File: config.mk
export PLATFORM = sky130hd
export DESIGN_NAME = coin_transaction_stream_parser_core
export DESIGN_NICKNAME = d
export VERILOG_FILES = /design/src/hw/rtl/ctsp_pkg.sv /design/src/hw/rtl/coin_transaction_stream_parser_core.sv
export VERILOG_INCLUDE_DIRS = /design/src /design/src/hw/rtl
export SDC_FILE = /design/constraint.sdc
export NUM_CORES = 1
export LEC_CHECK = 0
export BUFFER_PORTS_ARGS = -buffer_cell sky130_fd_sc_hd__clkbuf_2
export CELL_PAD_IN_SITES_DETAIL_PLACEMENT = 2
export CELL_PAD_IN_SITES_GLOBAL_PLACEMENT = 2
export CORE_ASPECT_RATIO = 2
export CORE_MARGIN = 2
export CORE_UTILIZATION = 38
export DETAILED_ROUTE_END_ITERATION = 6
export PLACE_DENSITY_LB_ADDON = 0.1
export SYNTH_ARGS = -nofsm -noshare
export SYNTH_HDL_FRONTEND = slang
export SYNTH_SLANG_ARGS = --single-unit
File: constraint.sdc
create_clock -name i_clk -period 9.3 [get_ports i_clk]
set_clock_uncertainty 0.1 [all_clocks]
set_input_delay 0.93 -clock i_clk [delete_from_list [all_inputs] [get_ports i_clk]]
set_output_delay 0.93 -clock i_clk [all_outputs]
set_load 0.01 [all_outputs]
File: src/hw/rtl/coin_transaction_stream_parser_core_assert.svh
// ============================================================================
// Assertion macros for the transaction stream parser
// Shared concurrent assertion forms, all qualified by clock and
// active-low synchronous reset.
// ============================================================================
`ifndef COIN_TRANSACTION_STREAM_PARSER_CORE_ASSERT_SVH
`define COIN_TRANSACTION_STREAM_PARSER_CORE_ASSERT_SVH

// Same-cycle implication: when ante holds, cons must hold.
`define CTSP_ASSERT_IMPL(label, clk, rst_n, ante, cons, msg) \
    label: assert property (@(posedge clk) disable iff (!rst_n) (ante) |-> (cons)) \
        else $error(msg);

// Next-cycle implication: when ante holds, cons must hold in the next cycle.
`define CTSP_ASSERT_NEXT(label, clk, rst_n, ante, cons, msg) \
    label: assert property (@(posedge clk) disable iff (!rst_n) (ante) |=> (cons)) \
        else $error(msg);

`endif

File: src/hw/rtl/ctsp_pkg.sv
// ============================================================================
// Transaction stream parser package
// Parse phase codes, which double as result field kinds, and the
// compact-size prefix values.
// ============================================================================
`default_nettype none

package ctsp_pkg;

    // Parse phases; a result carries the code of the phase that produced it.
    localparam logic [3:0] PH_VERSION = 4'd0;
    localparam logic [3:0] PH_INCNT   = 4'd1;
    localparam logic [3:0] PH_HASH    = 4'd2;
    localparam logic [3:0] PH_PIDX    = 4'd3;
    localparam logic [3:0] PH_SIGLEN  = 4'd4;
    localparam logic [3:0] PH_SIG     = 4'd5;
    localparam logic [3:0] PH_SEQ     = 4'd6;
    localparam logic [3:0] PH_OUTCNT  = 4'd7;
    localparam logic [3:0] PH_AMT     = 4'd8;
    localparam logic [3:0] PH_PKLEN   = 4'd9;
    localparam logic [3:0] PH_PK      = 4'd10;
    localparam logic [3:0] PH_LOCK    = 4'd11;

    // Compact-size prefixes that announce 2, 4 or 8 count bytes.
    localparam logic [7:0] PFX_U16 = 8'hFD;
    localparam logic [7:0] PFX_U32 = 8'hFE;
    localparam logic [7:0] PFX_U64 = 8'hFF;

    // Fixed field lengths in bytes.
    localparam logic [7:0] LEN_WORD = 8'd4;
    localparam logic [7:0] LEN_AMT  = 8'd8;
    localparam logic [7:0] LEN_HASH = 8'd32;

endpackage

`default_nettype wire

File: src/hw/rtl/coin_transaction_stream_parser_core.sv
// ============================================================================
// Transaction stream parser core
// Decodes a serialized coin transaction, one byte per transfer, into a
// stream of field results.
// ============================================================================
// The block takes one transaction byte per clock cycle while the result stream
// is not stalled by m_axis_tready. Each byte is held in the input register and
// its result in the result register. Every byte is decoded by a single
// pass of logic between those two registers, which is what sets the rate.
// A result is a completed multi-byte field (version, counts, previous index,
// sequence, amount, lock time), a length byte, or one hash or script byte.
// m_axis_tlast marks the lock time that ends a transaction; the next byte
// starts a new one. A count that does not fit in COUNT_BITS bits is reported
// with the error flag in m_axis_tuser, and the parser restarts at the version.
`default_nettype none

`include "coin_transaction_stream_parser_core_assert.svh"

module coin_transaction_stream_parser_core #(
    parameter int COUNT_BITS = 32
) (
    input  wire          i_clk,
    input  wire          i_rst_n,
    // Input stream. tdata: data_byte [7:0].
    input  wire          s_axis_tvalid,
    output logic         s_axis_tready,
    input  wire  [7:0]   s_axis_tdata,
    // Result stream. tdata: field_value [63:0], entry_index [95:64],
    // byte_position [103:96].
    output logic         m_axis_tvalid,
    input  wire          m_axis_tready,
    output logic [103:0] m_axis_tdata,
    // tuser: field_kind [3:0], count_error [4].
    output logic [4:0]   m_axis_tuser,
    // tlast: tx_end.
    output logic         m_axis_tlast
);
    import ctsp_pkg::*;

    // Bits from COUNT_BITS upward that make a count oversized.
    localparam logic [63:0] LP_OVER_MASK =
        (COUNT_BITS >= 64) ? 64'd0 : ~((64'd1 << COUNT_BITS) - 64'd1);

    // Input register.
    logic        r_in_valid;
    logic [7:0]  r_in_byte;

    // Parser state.
    logic [3:0]            r_phase,   n_phase;
    logic [7:0]            r_fbc,     n_fbc;
    logic [63:0]           r_acc,     n_acc;
    logic [3:0]            r_vlen,    n_vlen;
    logic [COUNT_BITS-1:0] r_ecount,  n_ecount;
    logic [COUNT_BITS-1:0] r_etotal,  n_etotal;
    logic [7:0]            r_srem,    n_srem;

    // Result register.
    logic        r_out_valid;
    logic [3:0]  r_out_kind;
    logic [63:0] r_out_value;
    logic [31:0] r_out_index;
    logic [7:0]  r_out_pos;
    logic        r_out_end;
    logic        r_out_err;

    // Decode results.
    logic        w_res_valid;
    logic [3:0]  w_res_kind;
    logic [63:0] w_res_value;
    logic [31:0] w_res_index;
    logic [7:0]  w_res_pos;
    logic        w_res_end;
    logic        w_res_err;

    logic              w_out_free;
    logic              w_advance;
    logic [63:0]       w_merged;
    logic [7:0]        w_fbc_inc;
    logic [63:0]       w_cnt_wide;
    logic [31:0]       w_index;
    logic [COUNT_BITS:0] w_cnt_next;
    logic              w_last_entry;
    logic              w_cnt_done;
    logic [63:0]       w_cnt_val;

    // Handshake: the input stage moves whenever the result register can take.
    assign w_out_free    = !r_out_valid || m_axis_tready;
    assign w_advance     = r_in_valid && w_out_free;
    assign s_axis_tready = !r_in_valid || w_out_free;

    // Shared datapath pieces.
    assign w_merged     = r_acc | ({56'd0, r_in_byte} << {r_fbc[2:0], 3'b000});
    assign w_fbc_inc    = r_fbc + 8'd1;
    assign w_cnt_wide   = 64'(r_ecount);
    assign w_index      = w_cnt_wide[31:0];
    assign w_cnt_next   = {1'b0, r_ecount} + {{COUNT_BITS{1'b0}}, 1'b1};
    assign w_last_entry = (w_cnt_next >= {1'b0, r_etotal});

    // Byte decode: next state and the optional result for the held byte.
    always_comb begin
        n_phase  = r_phase;
        n_fbc    = r_fbc;
        n_acc    = r_acc;
        n_vlen   = r_vlen;
        n_ecount = r_ecount;
        n_etotal = r_etotal;
        n_srem   = r_srem;

        w_res_valid = 1'b0;
        w_res_kind  = r_phase;
        w_res_value = {56'd0, r_in_byte};
        w_res_index = w_index;
        w_res_pos   = 8'd0;
        w_res_end   = 1'b0;
        w_res_err   = 1'b0;

        w_cnt_done = 1'b0;
        w_cnt_val  = 64'd0;

        case (r_phase)
            PH_VERSION, PH_PIDX, PH_SEQ, PH_AMT, PH_LOCK: begin
                // Fixed little-endian fields.
                n_acc = w_merged;
                n_fbc = w_fbc_inc;
                if (w_fbc_inc >= ((r_phase == PH_AMT) ? LEN_AMT : LEN_WORD)) begin
                    w_res_valid = 1'b1;
                    w_res_value = w_merged;
                    n_acc       = 64'd0;
                    n_fbc       = 8'd0;
                    if (r_phase == PH_VERSION) begin
                        w_res_index = 32'd0;
                        n_phase     = PH_INCNT;
                    end else if (r_phase == PH_PIDX) begin
                        n_phase = PH_SIGLEN;
                    end else if (r_phase == PH_AMT) begin
                        n_phase = PH_PKLEN;
                    end else if (r_phase == PH_SEQ) begin
                        n_ecount = w_last_entry ? '0 : w_cnt_next[COUNT_BITS-1:0];
                        n_phase  = w_last_entry ? PH_OUTCNT : PH_HASH;
                    end else begin
                        // Lock time ends the transaction.
                        w_res_index = 32'd0;
                        w_res_end   = 1'b1;
                        n_phase     = PH_VERSION;
                        n_vlen      = 4'd0;
                        n_ecount    = '0;
                        n_etotal    = '0;
                        n_srem      = 8'd0;
                    end
                end
            end
            PH_INCNT, PH_OUTCNT: begin
                // Compact-size count: prefix byte, then optional value bytes.
                if (r_vlen == 4'd0) begin
                    if (r_in_byte < PFX_U16) begin
                        w_cnt_done = 1'b1;
                        w_cnt_val  = {56'd0, r_in_byte};
                    end else begin
                        n_vlen = (r_in_byte == PFX_U16) ? 4'd2 :
                                 (r_in_byte == PFX_U32) ? 4'd4 : 4'd8;
                        n_fbc  = 8'd0;
                        n_acc  = 64'd0;
                    end
                end else begin
                    n_acc = w_merged;
                    n_fbc = w_fbc_inc;
                    if (w_fbc_inc >= {4'd0, r_vlen}) begin
                        w_cnt_done = 1'b1;
                        w_cnt_val  = w_merged;
                    end
                end
                if (w_cnt_done) begin
                    w_res_valid = 1'b1;
                    w_res_value = w_cnt_val;
                    w_res_index = 32'd0;
                    n_vlen      = 4'd0;
                    n_fbc       = 8'd0;
                    n_acc       = 64'd0;
                    if ((w_cnt_val & LP_OVER_MASK) != 64'd0) begin
                        // Oversized count: flag it and restart.
                        w_res_err = 1'b1;
                        n_phase   = PH_VERSION;
                        n_ecount  = '0;
                        n_etotal  = '0;
                        n_srem    = 8'd0;
                    end else begin
                        n_etotal = w_cnt_val[COUNT_BITS-1:0];
                        n_ecount = '0;
                        if (r_phase == PH_INCNT) begin
                            n_phase = (w_cnt_val == 64'd0) ? PH_OUTCNT : PH_HASH;
                        end else begin
                            n_phase = (w_cnt_val == 64'd0) ? PH_LOCK : PH_AMT;
                        end
                    end
                end
            end
            PH_HASH: begin
                w_res_valid = 1'b1;
                w_res_pos   = r_fbc;
                n_fbc       = w_fbc_inc;
                if (w_fbc_inc >= LEN_HASH) begin
                    n_fbc   = 8'd0;
                    n_phase = PH_PIDX;
                end
            end
            PH_SIGLEN, PH_PKLEN: begin
                // Script length; an empty script skips to the next field.
                w_res_valid = 1'b1;
                n_srem      = r_in_byte;
                n_fbc       = 8'd0;
                if (r_phase == PH_SIGLEN) begin
                    n_phase = (r_in_byte == 8'd0) ? PH_SEQ : PH_SIG;
                end else if (r_in_byte == 8'd0) begin
                    n_ecount = w_last_entry ? '0 : w_cnt_next[COUNT_BITS-1:0];
                    n_phase  = w_last_entry ? PH_LOCK : PH_AMT;
                end else begin
                    n_phase = PH_PK;
                end
            end
            PH_SIG, PH_PK: begin
                // Script bytes, counted down by the remaining length.
                w_res_valid = 1'b1;
                w_res_pos   = r_fbc;
                n_fbc       = w_fbc_inc;
                n_srem      = r_srem - 8'd1;
                if (r_srem == 8'd1) begin
                    n_fbc = 8'd0;
                    if (r_phase == PH_SIG) begin
                        n_phase = PH_SEQ;
                    end else begin
                        n_ecount = w_last_entry ? '0 : w_cnt_next[COUNT_BITS-1:0];
                        n_phase  = w_last_entry ? PH_LOCK : PH_AMT;
                    end
                end
            end
            default: begin
                n_phase  = PH_VERSION;
                n_fbc    = 8'd0;
                n_acc    = 64'd0;
                n_vlen   = 4'd0;
                n_ecount = '0;
                n_etotal = '0;
                n_srem   = 8'd0;
            end
        endcase
    end

    // Input register control.
    always_ff @(posedge i_clk) begin
        if (!i_rst_n) begin
            r_in_valid <= 1'b0;
        end else if (s_axis_tready) begin
            r_in_valid <= s_axis_tvalid;
        end
    end

    // Input register payload.
    always_ff @(posedge i_clk) begin
        if (s_axis_tready && s_axis_tvalid) begin
            r_in_byte <= s_axis_tdata;
        end
    end

    // Parser state update, once per decoded byte.
    always_ff @(posedge i_clk) begin
        if (!i_rst_n) begin
            r_phase  <= PH_VERSION;
            r_fbc    <= 8'd0;
            r_acc    <= 64'd0;
            r_vlen   <= 4'd0;
            r_ecount <= '0;
            r_etotal <= '0;
            r_srem   <= 8'd0;
        end else if (w_advance) begin
            r_phase  <= n_phase;
            r_fbc    <= n_fbc;
            r_acc    <= n_acc;
            r_vlen   <= n_vlen;
            r_ecount <= n_ecount;
            r_etotal <= n_etotal;
            r_srem   <= n_srem;
        end
    end

    // Result register control.
    always_ff @(posedge i_clk) begin
        if (!i_rst_n) begin
            r_out_valid <= 1'b0;
        end else if (w_out_free) begin
            r_out_valid <= w_advance && w_res_valid;
        end
    end

    // Result register payload.
    always_ff @(posedge i_clk) begin
        if (w_advance && w_res_valid) begin
            r_out_kind  <= w_res_kind;
            r_out_value <= w_res_value;
            r_out_index <= w_res_index;
            r_out_pos   <= w_res_pos;
            r_out_end   <= w_res_end;
            r_out_err   <= w_res_err;
        end
    end

    assign m_axis_tvalid = r_out_valid;
    assign m_axis_tdata  = {r_out_pos, r_out_index, r_out_value};
    assign m_axis_tuser  = {r_out_err, r_out_kind};
    assign m_axis_tlast  = r_out_end;

    // A pending end-of-transaction or error result leaves the parser cleared.
    `CTSP_ASSERT_IMPL(a_end_clears, i_clk, i_rst_n,
        m_axis_tvalid && (m_axis_tlast || m_axis_tuser[4]),
        r_phase == PH_VERSION && r_acc == 64'd0 && r_fbc == 8'd0,
        "parser not cleared after end or error result")

    // Only the lock time ends a transaction.
    `CTSP_ASSERT_IMPL(a_end_kind, i_clk, i_rst_n,
        m_axis_tvalid && m_axis_tlast,
        m_axis_tuser[3:0] == PH_LOCK && !m_axis_tuser[4],
        "end of transaction on a field other than lock time")

    // Oversized counts are reported only on count results.
    `CTSP_ASSERT_IMPL(a_err_kind, i_clk, i_rst_n,
        m_axis_tvalid && m_axis_tuser[4],
        m_axis_tuser[3:0] == PH_INCNT || m_axis_tuser[3:0] == PH_OUTCNT,
        "count error on a non-count result")

    // Hash byte positions stay within the 32-byte hash.
    `CTSP_ASSERT_IMPL(a_hash_pos, i_clk, i_rst_n,
        m_axis_tvalid && m_axis_tuser[3:0] == PH_HASH,
        m_axis_tdata[103:96] < LEN_HASH,
        "hash byte position out of range")

endmodule

`default_nettype wire

==> results of run 1 <==
path summary, 6_finish.rpt:
check	cells past startpoint	to	start	slack (ns)
worst max-delay path	11	r_out_index[18]	r_fbc[0]	3.89
worst min-delay path	2	r_etotal[11]	r_etotal[11]	0.36
worst max register to register	11	r_out_index[18]	r_fbc[0]	3.89
worst min register to register	2	r_etotal[11]	r_etotal[11]	0.36
registers in the layout, summed over array words and instances (netlist names), 4 cells and up:
register	count
r_srem	8
r_etotal	32
r_out_pos	8
r_out_index	32
r_fbc	8
r_acc	64
r_phase	4
r_out_value	64
r_in_byte	8
r_out_kind	4
r_ecount	32
per-layer routing:
layer	up-vias	global-route usage (%)	routed length, µm
li1	5164	-	-
met1	5572	25.18	15770
met2	222	50.25	25880
met3	91	2.271	1161
met4	0	11.46	2129
met5	-	0	0
through the flow:
step	hold slack (ns)	power (mW)	instance area (µm²)
after detailed placement	0.3502	1.481	14150
after global placement	0.3399	1.477	14150
after floorplan	0.3204	1.407	13170
after global routing	0.3872	2.634	15010
after CTS	0.3645	2.573	15010
final	0.3604	2.542	15010
report_power, final:
group	internal, mW	total [mW]	switching [mW]
combinational	0.0510	0.183	0.132
sequential	1.26	1.27	0.0157
clock	0.611	1.09	0.477
worst register-to-register path, stage by stage (launching register included):
cell and delay [ns]:
dfxtp_1 0.48, buf_4 0.43, ha_1 0.31, nand3_1 0.28, mux2i_1 0.26, a211oi_1 0.41, nor2_1 0.13, a21oi_1 0.63
nor4b_1 0.22, nor2_4 0.50, buf_4 0.65, buf_4 0.64
cell usage in the layout, fill, tap and decap left out, types with 11 or more instances in the layout:
master       n
xor2_1      11
a22oi_1     33
a22o_1      25
nor2b_1     52
edfxtp_1   118
o22a_1      11
nand2b_1    25
nand2_1    115
ha_1        42
o21ai_0     25
clkbuf_2   123
and2_1      14
nor3_1      52
clkbuf_16   28
dfxtp_1    153
nor2_1     166
buf_4       27
xnor2_1     21
o21ai_2     11
inv_1       56
a21oi_1    136
nand3_1     24
nand4_1     16
a21o_1      14
a31oi_1     21
cell type report:
type / count / area [µm²]
clock inverter: 10 / 78.83
tap: 441 / 551.8
sequential: 271 / 6606
fill: 3787 / 19220
clock buffer: 39 / 782.0
inverter: 58 / 220.2
timing repair buffer: 150 / 818.3
multi-input combinational: 968 / 5956
logic make-up (layout without fill, tap and decap cells):
logic type / Yosys count / in the layout / synth area share, %
adder cells (fa/ha/maj): 42 / 42 / 3.990
buffers and inverters: 157 / 257 / 4.874
AO/OA/AOI/OAI: 359 / 359 / 18.47
flip-flops: 271 / 271 / 50.17
XOR/XNOR: 32 / 32 / 2.128
multiplexers: 5 / 5 / 0.3896
AND/OR/NAND/NOR: 530 / 530 / 19.98
==> impl_results.md, run 1 <==
* Status: finished clean
* Yosys top cell by area: edfxtp_1
* Setup violators final at 0
* Unrepaired setup endpoints after global routing: no
* Max_cap viols at 0
* PwrDens at 169.3 mW/mm²
* Inserted Clock Buffers at 27
* Final Hold Viols at 0
* Syn Inst Count at 1396
* Main flop type after synthesis: dfxtp_1
* Setup tns final at 0 ns
* F_max at 185.0 MHz
* Die W at 135.6 µm
* Crit path max-delay cell type: buf_4
* Place WS at 3.865 ns
* Slew margin rel. at 31.09%
* Worst VDD drop at 173.6 µV
* Layout cell share with drive strength beyond 1 at 15.51%
* Syn Nets at 1450
* DP HPWL at 33300 µm
* Fraction of registers with async set/reset at 0%
* Count leader, synth: nor2_1
* Antenna cell count at 0
* Leakage at 5.586 nW
* Slew Limit Fails at 0
* Starting density of the core at 38.47%
* Number of synthesized register bits at 271
* Post-synthesis sequential area ratio at 50.17%
* Final Critical Period at 5.405 ns
* Worst-path clk slew at 0.06 ns
* Yosys warnings at 0
* Final Non-Filler Cells at 1937
* I/O pin total at 124
* Min-Delay Path Class: reg -> reg
* Worst path most repeated cell: buf_4
* Placed Instances at 1888
* Commonest cells in the synthesized netlist: nor2_1 (168), dfxtp_1 (153), a21oi_1 (138), edfxtp_1 (118), nand2_1 (115)
* First-pass GRT wire length at 69450 µm
* Average wire per standard cell at 23.20 µm
* Max incr delay on CP at 0.64 ns
* DRT antenna net count at 0
* Layout area overhead at 14.00%
* Number of synthesized flops with an enable pin at 118
* CTS sink cnt at 271
* H-tree lvl count at 1
* Grt total ovfl at 0
* IO buf count at 123
* Max FO, Critical Path at 49
* Top cells by area, synth: edfxtp_1 (27%), dfxtp_1 (23%), a21oi_1 (5.2%)
* Clock buffer depth at 3
* Worst EP required at 9.39 ns
* Final #Nets at 1530
* Distinct cells, synth at 80
* Post-Syn Area per Cell at 9.433 µm²
* Remaining routing DRC violations at 0
* Row cnt at 96
* Die area at 0.03625 mm²
* Critical path launch point type: register
* GR Util All Layers at 25.03%
* DRT Pass-1 Iters at 4
* Final period util at 58.12%
* Netlist Area Pre-Place at 0.01317 mm²
* Vias in the first global route at 12016
* Initial antenna violation count at 0
* Util after Layout at 43.86%
* Die H at 267.3 µm
* CTS hold repair buffers at 0
* Placer congestion estimate at 0.8843
* Postcts setup bufs at 0
* Core Area at 0.03423 mm²
* Skew-Pair Late Insertion Delay at 0.55 ns
* Vias at 11049
* 1st-iter DRT viols at 353
* Critical-path cell list: buf_4 -> ha_1 -> nand3_1 -> mux2i_1 -> a211oi_1 -> nor2_1 -> a21oi_1 -> nor4b_1 -> nor2_4 -> buf_4 -> buf_4
* Crit path max-delay family: buffers and inverters
* CTS root buf: clkbuf_16
* Critical path type: reg -> reg
* Slew at the pin closest to its max-slew limit at 1.034 ns
* Crit path buffers/inverters at 3
* Fin worst setup slack at 3.895 ns
* Yosys top cell area share at 26.91%
* Largest net degree at the start of global routing at 70
* Post-CTS Resized at 0
* DRT Wirelength at 44950 µm
* Crit path DAT at 5.49 ns
* Via/cell ratio at 5.704
* Setup crit end kind: register
* CTS tree: done
Power figures use the tool's default switching activity.
==> run 2: changes to the inputs <==
--- a/config.mk
+++ b/config.mk
@@ -6,12 +6,13 @@
 export SDC_FILE = /design/constraint.sdc
 export NUM_CORES = 1
 export LEC_CHECK = 0
+export ABC_AREA = 1
 export BUFFER_PORTS_ARGS = -buffer_cell sky130_fd_sc_hd__clkbuf_2
 export CELL_PAD_IN_SITES_DETAIL_PLACEMENT = 2
 export CELL_PAD_IN_SITES_GLOBAL_PLACEMENT = 2
 export CORE_ASPECT_RATIO = 2
 export CORE_MARGIN = 2
-export CORE_UTILIZATION = 38
+export CORE_UTILIZATION = 32
 export DETAILED_ROUTE_END_ITERATION = 6
 export PLACE_DENSITY_LB_ADDON = 0.1
 export SYNTH_ARGS = -nofsm -noshare
==> constraint.sdc (replaced) <==
create_clock -name i_clk -period 4.6 [get_ports i_clk]
set_clock_uncertainty 0.1 [all_clocks]
set_input_delay 0.46 -clock i_clk [delete_from_list [all_inputs] [get_ports i_clk]]
set_output_delay 0.46 -clock i_clk [all_outputs]
set_load 0.01 [all_outputs]
==> impl_results.md, run 2 <==
* PwrDens at 335.6 mW/mm² (was 169.3 mW/mm²)
* Final period util at 90.94% (was 58.12%)
* Crit path max-delay cell type: dfxtp_1 (was buf_4)
* Post-synthesis sequential area ratio at 48.16% (was 50.17%)
* DRT Wirelength at 49680 µm (was 44950 µm)
* Die H at 296.8 µm (was 267.3 µm)
* Crit path max-delay family: simple AND/OR/NAND/NOR gates (was buffers and inverters)
* Critical path launch point type: register (unchanged)
* Count leader, synth: nand2_1 (was nor2_1)
* Distinct cells, synth at 51 (was 80)
* Yosys warnings at 0 (unchanged)
* Skew-Pair Late Insertion Delay at 0.57 ns (was 0.55 ns)
* Postcts setup bufs at 0 (unchanged)
* Row cnt at 107 (was 96)
* Placer congestion estimate at 0.8394 (was 0.8843)
* CTS tree: done (unchanged)
* F_max at 239.1 MHz (was 185.0 MHz)
* Remaining routing DRC violations at 0 (unchanged)
* Yosys top cell by area: edfxtp_1 (unchanged)
* Most frequent cells in the layout: nand2_1 (372), inv_1 (239), nor2_1 (239) (was nor2_1 (166), dfxtp_1 (153), a21oi_1 (136))
* Status: finished clean (unchanged)
* Worst VDD drop at 287.4 µV (was 173.6 µV)
* CTS root buf: clkbuf_16 (unchanged)
* Fraction of registers with async set/reset at 0% (unchanged)
* Max FO, Critical Path at 32 (was 49)
* Grt total ovfl at 0 (unchanged)
* Final Hold Viols at 0 (unchanged)
* Clock buffer depth at 3 (unchanged)
* Slew margin rel. at 24.77% (was 31.09%)
* Max_cap viols at 0 (unchanged)
* Final Non-Filler Cells at 2441 (was 1937)
* Layout area overhead at 17.18% (was 14.00%)
* 1st-iter DRT viols at 390 (was 353)
* Number of synthesized flops with an enable pin at 118 (unchanged)
* Yosys top cell area share at 25.83% (was 26.91%)
* H-tree lvl count at 1 (unchanged)
* Design Power at 5.394 mW (was 2.542 mW)
* Top cells by area, synth: edfxtp_1 (26%), dfxtp_1 (22%), nand2_1 (10%) (was edfxtp_1 (27%), dfxtp_1 (23%), a21oi_1 (5.2%))
* Inserted Clock Buffers at 27 (unchanged)
* Vias at 12172 (was 11049)
* Final Critical Period at 4.183 ns (was 5.405 ns)
* Critical path type: reg -> reg (unchanged)
* Fin worst setup slack at 0.4169 ns (was 3.895 ns)
* Setup crit end kind: register (unchanged)
* Largest net degree at the start of global routing at 103 (was 70)
* Placed Instances at 2383 (was 1888)
* Slew Limit Fails at 0 (unchanged)
* Syn Inst Count at 1747 (was 1396)
* Starting density of the core at 32.32% (was 38.47%)
* Core Area at 0.04244 mm² (was 0.03423 mm²)
* Die W at 150.4 µm (was 135.6 µm)
* Die area at 0.04464 mm² (was 0.03625 mm²)
* Top flop regs: r_acc (64), r_out_value (64) (unchanged)
* Util after Layout at 37.87% (was 43.86%)
* I/O pin total at 124 (unchanged)
* Leakage at 6.437 nW (was 5.586 nW)
* Layout cell share with drive strength beyond 1 at 14.82% (was 15.51%)
* Setup violators final at 0 (unchanged)
* Place WS at 0.1222 ns (was 3.865 ns)
* Slew at the pin closest to its max-slew limit at 1.129 ns (was 1.034 ns)
* DRT antenna net count at 0 (unchanged)
* Commonest cells in the synthesized netlist: nand2_1 (374), inv_1 (241), nor2_1 (239), dfxtp_1 (153), a21oi_1 (141) (was nor2_1 (168), dfxtp_1 (153), a21oi_1 (138), edfxtp_1 (118), nand2_1 (115))
* Via/cell ratio at 4.986 (was 5.704)
* Crit path DAT at 4.58 ns (was 5.49 ns)
* First-pass GRT wire length at 77510 µm (was 69450 µm)
* Final #Nets at 1929 (was 1530)
* DP HPWL at 38080 µm (was 33300 µm)
* Vias in the first global route at 13446 (was 12016)
* Unrepaired setup endpoints after global routing: no (unchanged)
* Netlist Area Pre-Place at 0.01372 mm² (was 0.01317 mm²)
* Worst EP required at 4.99 ns (was 9.39 ns)
* Average wire per standard cell at 20.35 µm (was 23.20 µm)
* Critical-path cell list: ha_1 -> nand3_1 -> nor3_1 -> buf_4 -> nand2_1 -> nor3_4 -> nand2_1 -> nor3_1 -> buf_4 -> nand2_1 -> xor2_1 -> inv_1 -> ha_1 -> a21oi_1 -> o21a_1 -> nand2_1 -> a21oi_1 -> nand2_2 -> nor3b_4 -> buf_12 -> nand2_1 -> a21oi_1 (was buf_4 -> ha_1 -> nand3_1 -> mux2i_1 -> a211oi_1 -> nor2_1 -> a21oi_1 -> nor4b_1 -> nor2_4 -> buf_4 -> buf_4)
* Syn Nets at 1801 (was 1450)
* Min-Delay Path Class: in -> reg (was reg -> reg)
* Initial antenna violation count at 0 (unchanged)
* Most common cell after layout, fill and taps aside: nand2_1 (was nor2_1)
* Worst-path clk slew at 0.07 ns (was 0.06 ns)
* Max incr delay on CP at 0.39 ns (was 0.64 ns)
* Post-Syn Area per Cell at 7.852 µm² (was 9.433 µm²)
* Setup tns final at 0 ns (unchanged)
* Crit path buffers/inverters at 4 (was 3)
* CTS sink cnt at 271 (unchanged)
* Antenna cell count at 0 (unchanged)
* Number of synthesized register bits at 271 (unchanged)
* Main flop type after synthesis: dfxtp_1 (unchanged)
* Worst path most repeated cell: nand2_1 (was buf_4)
* GR Util All Layers at 22.55% (was 25.03%)
* IO buf count at 123 (unchanged)
* DRT Pass-1 Iters at 4 (unchanged)
## run 2: changes by cell type in the layout (fill, tap and decap cells not counted), moves of 29 or more
cell,delta
inv_1,+183
nand2_1,+257
nand3_1,+35
nor2_1,+73
nor2b_1,-52
nor3_1,-29
o21ai_0,+33
## run 2: path summary, 6_finish.rpt
path,start,endpoint,slack (ns),cells after the start
setup / recovery,r_ecount[0],r_ecount[21],0.42,22
hold reg to reg,r_acc[7],r_acc[7],0.36,2
hold / removal,m_axis_tready,m_axis_tvalid,0.14,4
setup reg to reg,r_ecount[0],r_ecount[21],0.42,22
## run 2: repair_timing
action                                  CTS  global route
gates resized for setup                   0             4
endpoints found under the hold margin     8             0
hold buffers                              8             0
endpoints found under the setup margin    0            35
## run 2: cell type report
cell class	instances	area (µm²)
well taps	545	681.9
clock buffers	30	696.9
inverters	247	930.9
repair buffers	174	1069
clock inverters	20	210.2
flip-flops and latches	271	6606
fillers	4943	26370
multi-input cells	1154	5878
## run 2: routing by layer
layer	part of all wire [%]	wire (µm)	global-route usage, %	vias to the layer above
met5	0	0	0	-
li1	-	-	-	5919
met4	5.0	2491	10.11	0
met3	2.8	1379	2.212	87
met1	37	18300	23.68	5962
met2	55	27510	43.76	204
## run 2: cell families (layout without fill, tap and decap cells)
kind of cell             Yosys count  after routing  share of synthesized area, %
AND/OR/NAND/NOR                  783            783                         24.32
buffers and inverters            322            471                         9.295
AO/OA/AOI/OAI                    296            296                         12.29
flip-flops                       271            271                         48.16
adder cells (fa/ha/maj)           42             42                         3.831
XOR/XNOR                          33             33                         2.107
## run 2: worst register-to-register path, stage by stage (launching register included)
cell,delay [ns]
dfxtp_1,0.39
ha_1,0.21
nand3_1,0.12
nor3_1,0.18
buf_4,0.16
nand2_1,0.12
nor3_4,0.21
nand2_1,0.14
nor3_1,0.18
buf_4,0.17
nand2_1,0.06
xor2_1,0.17
inv_1,0.10
ha_1,0.32
a21oi_1,0.16
o21a_1,0.16
nand2_1,0.06
a21oi_1,0.20
nand2_2,0.18
nor3b_4,0.24
buf_12,0.22
nand2_1,0.11
a21oi_1,0.17
## run 2: stage by stage
stage	hold WS, ns	area, µm²
floorplan	0.3373	13720
global placement	0.3446	15070
detailed placement	0.3542	15070
CTS	0.1114	16050
global route	0.1568	16070
finish	0.1396	16070
## run 2: power by group
| part | switching, mW | internal (mW) | leakage [nW] |
|---|---|---|---|
| Combinational | 0.345 | 0.125 | 3.74 |
| Sequential | 0.0330 | 2.56 | 2.26 |
| Clock | 1.05 | 1.28 | 0.438 |
| Total | 1.43 | 3.96 | 6.44 |
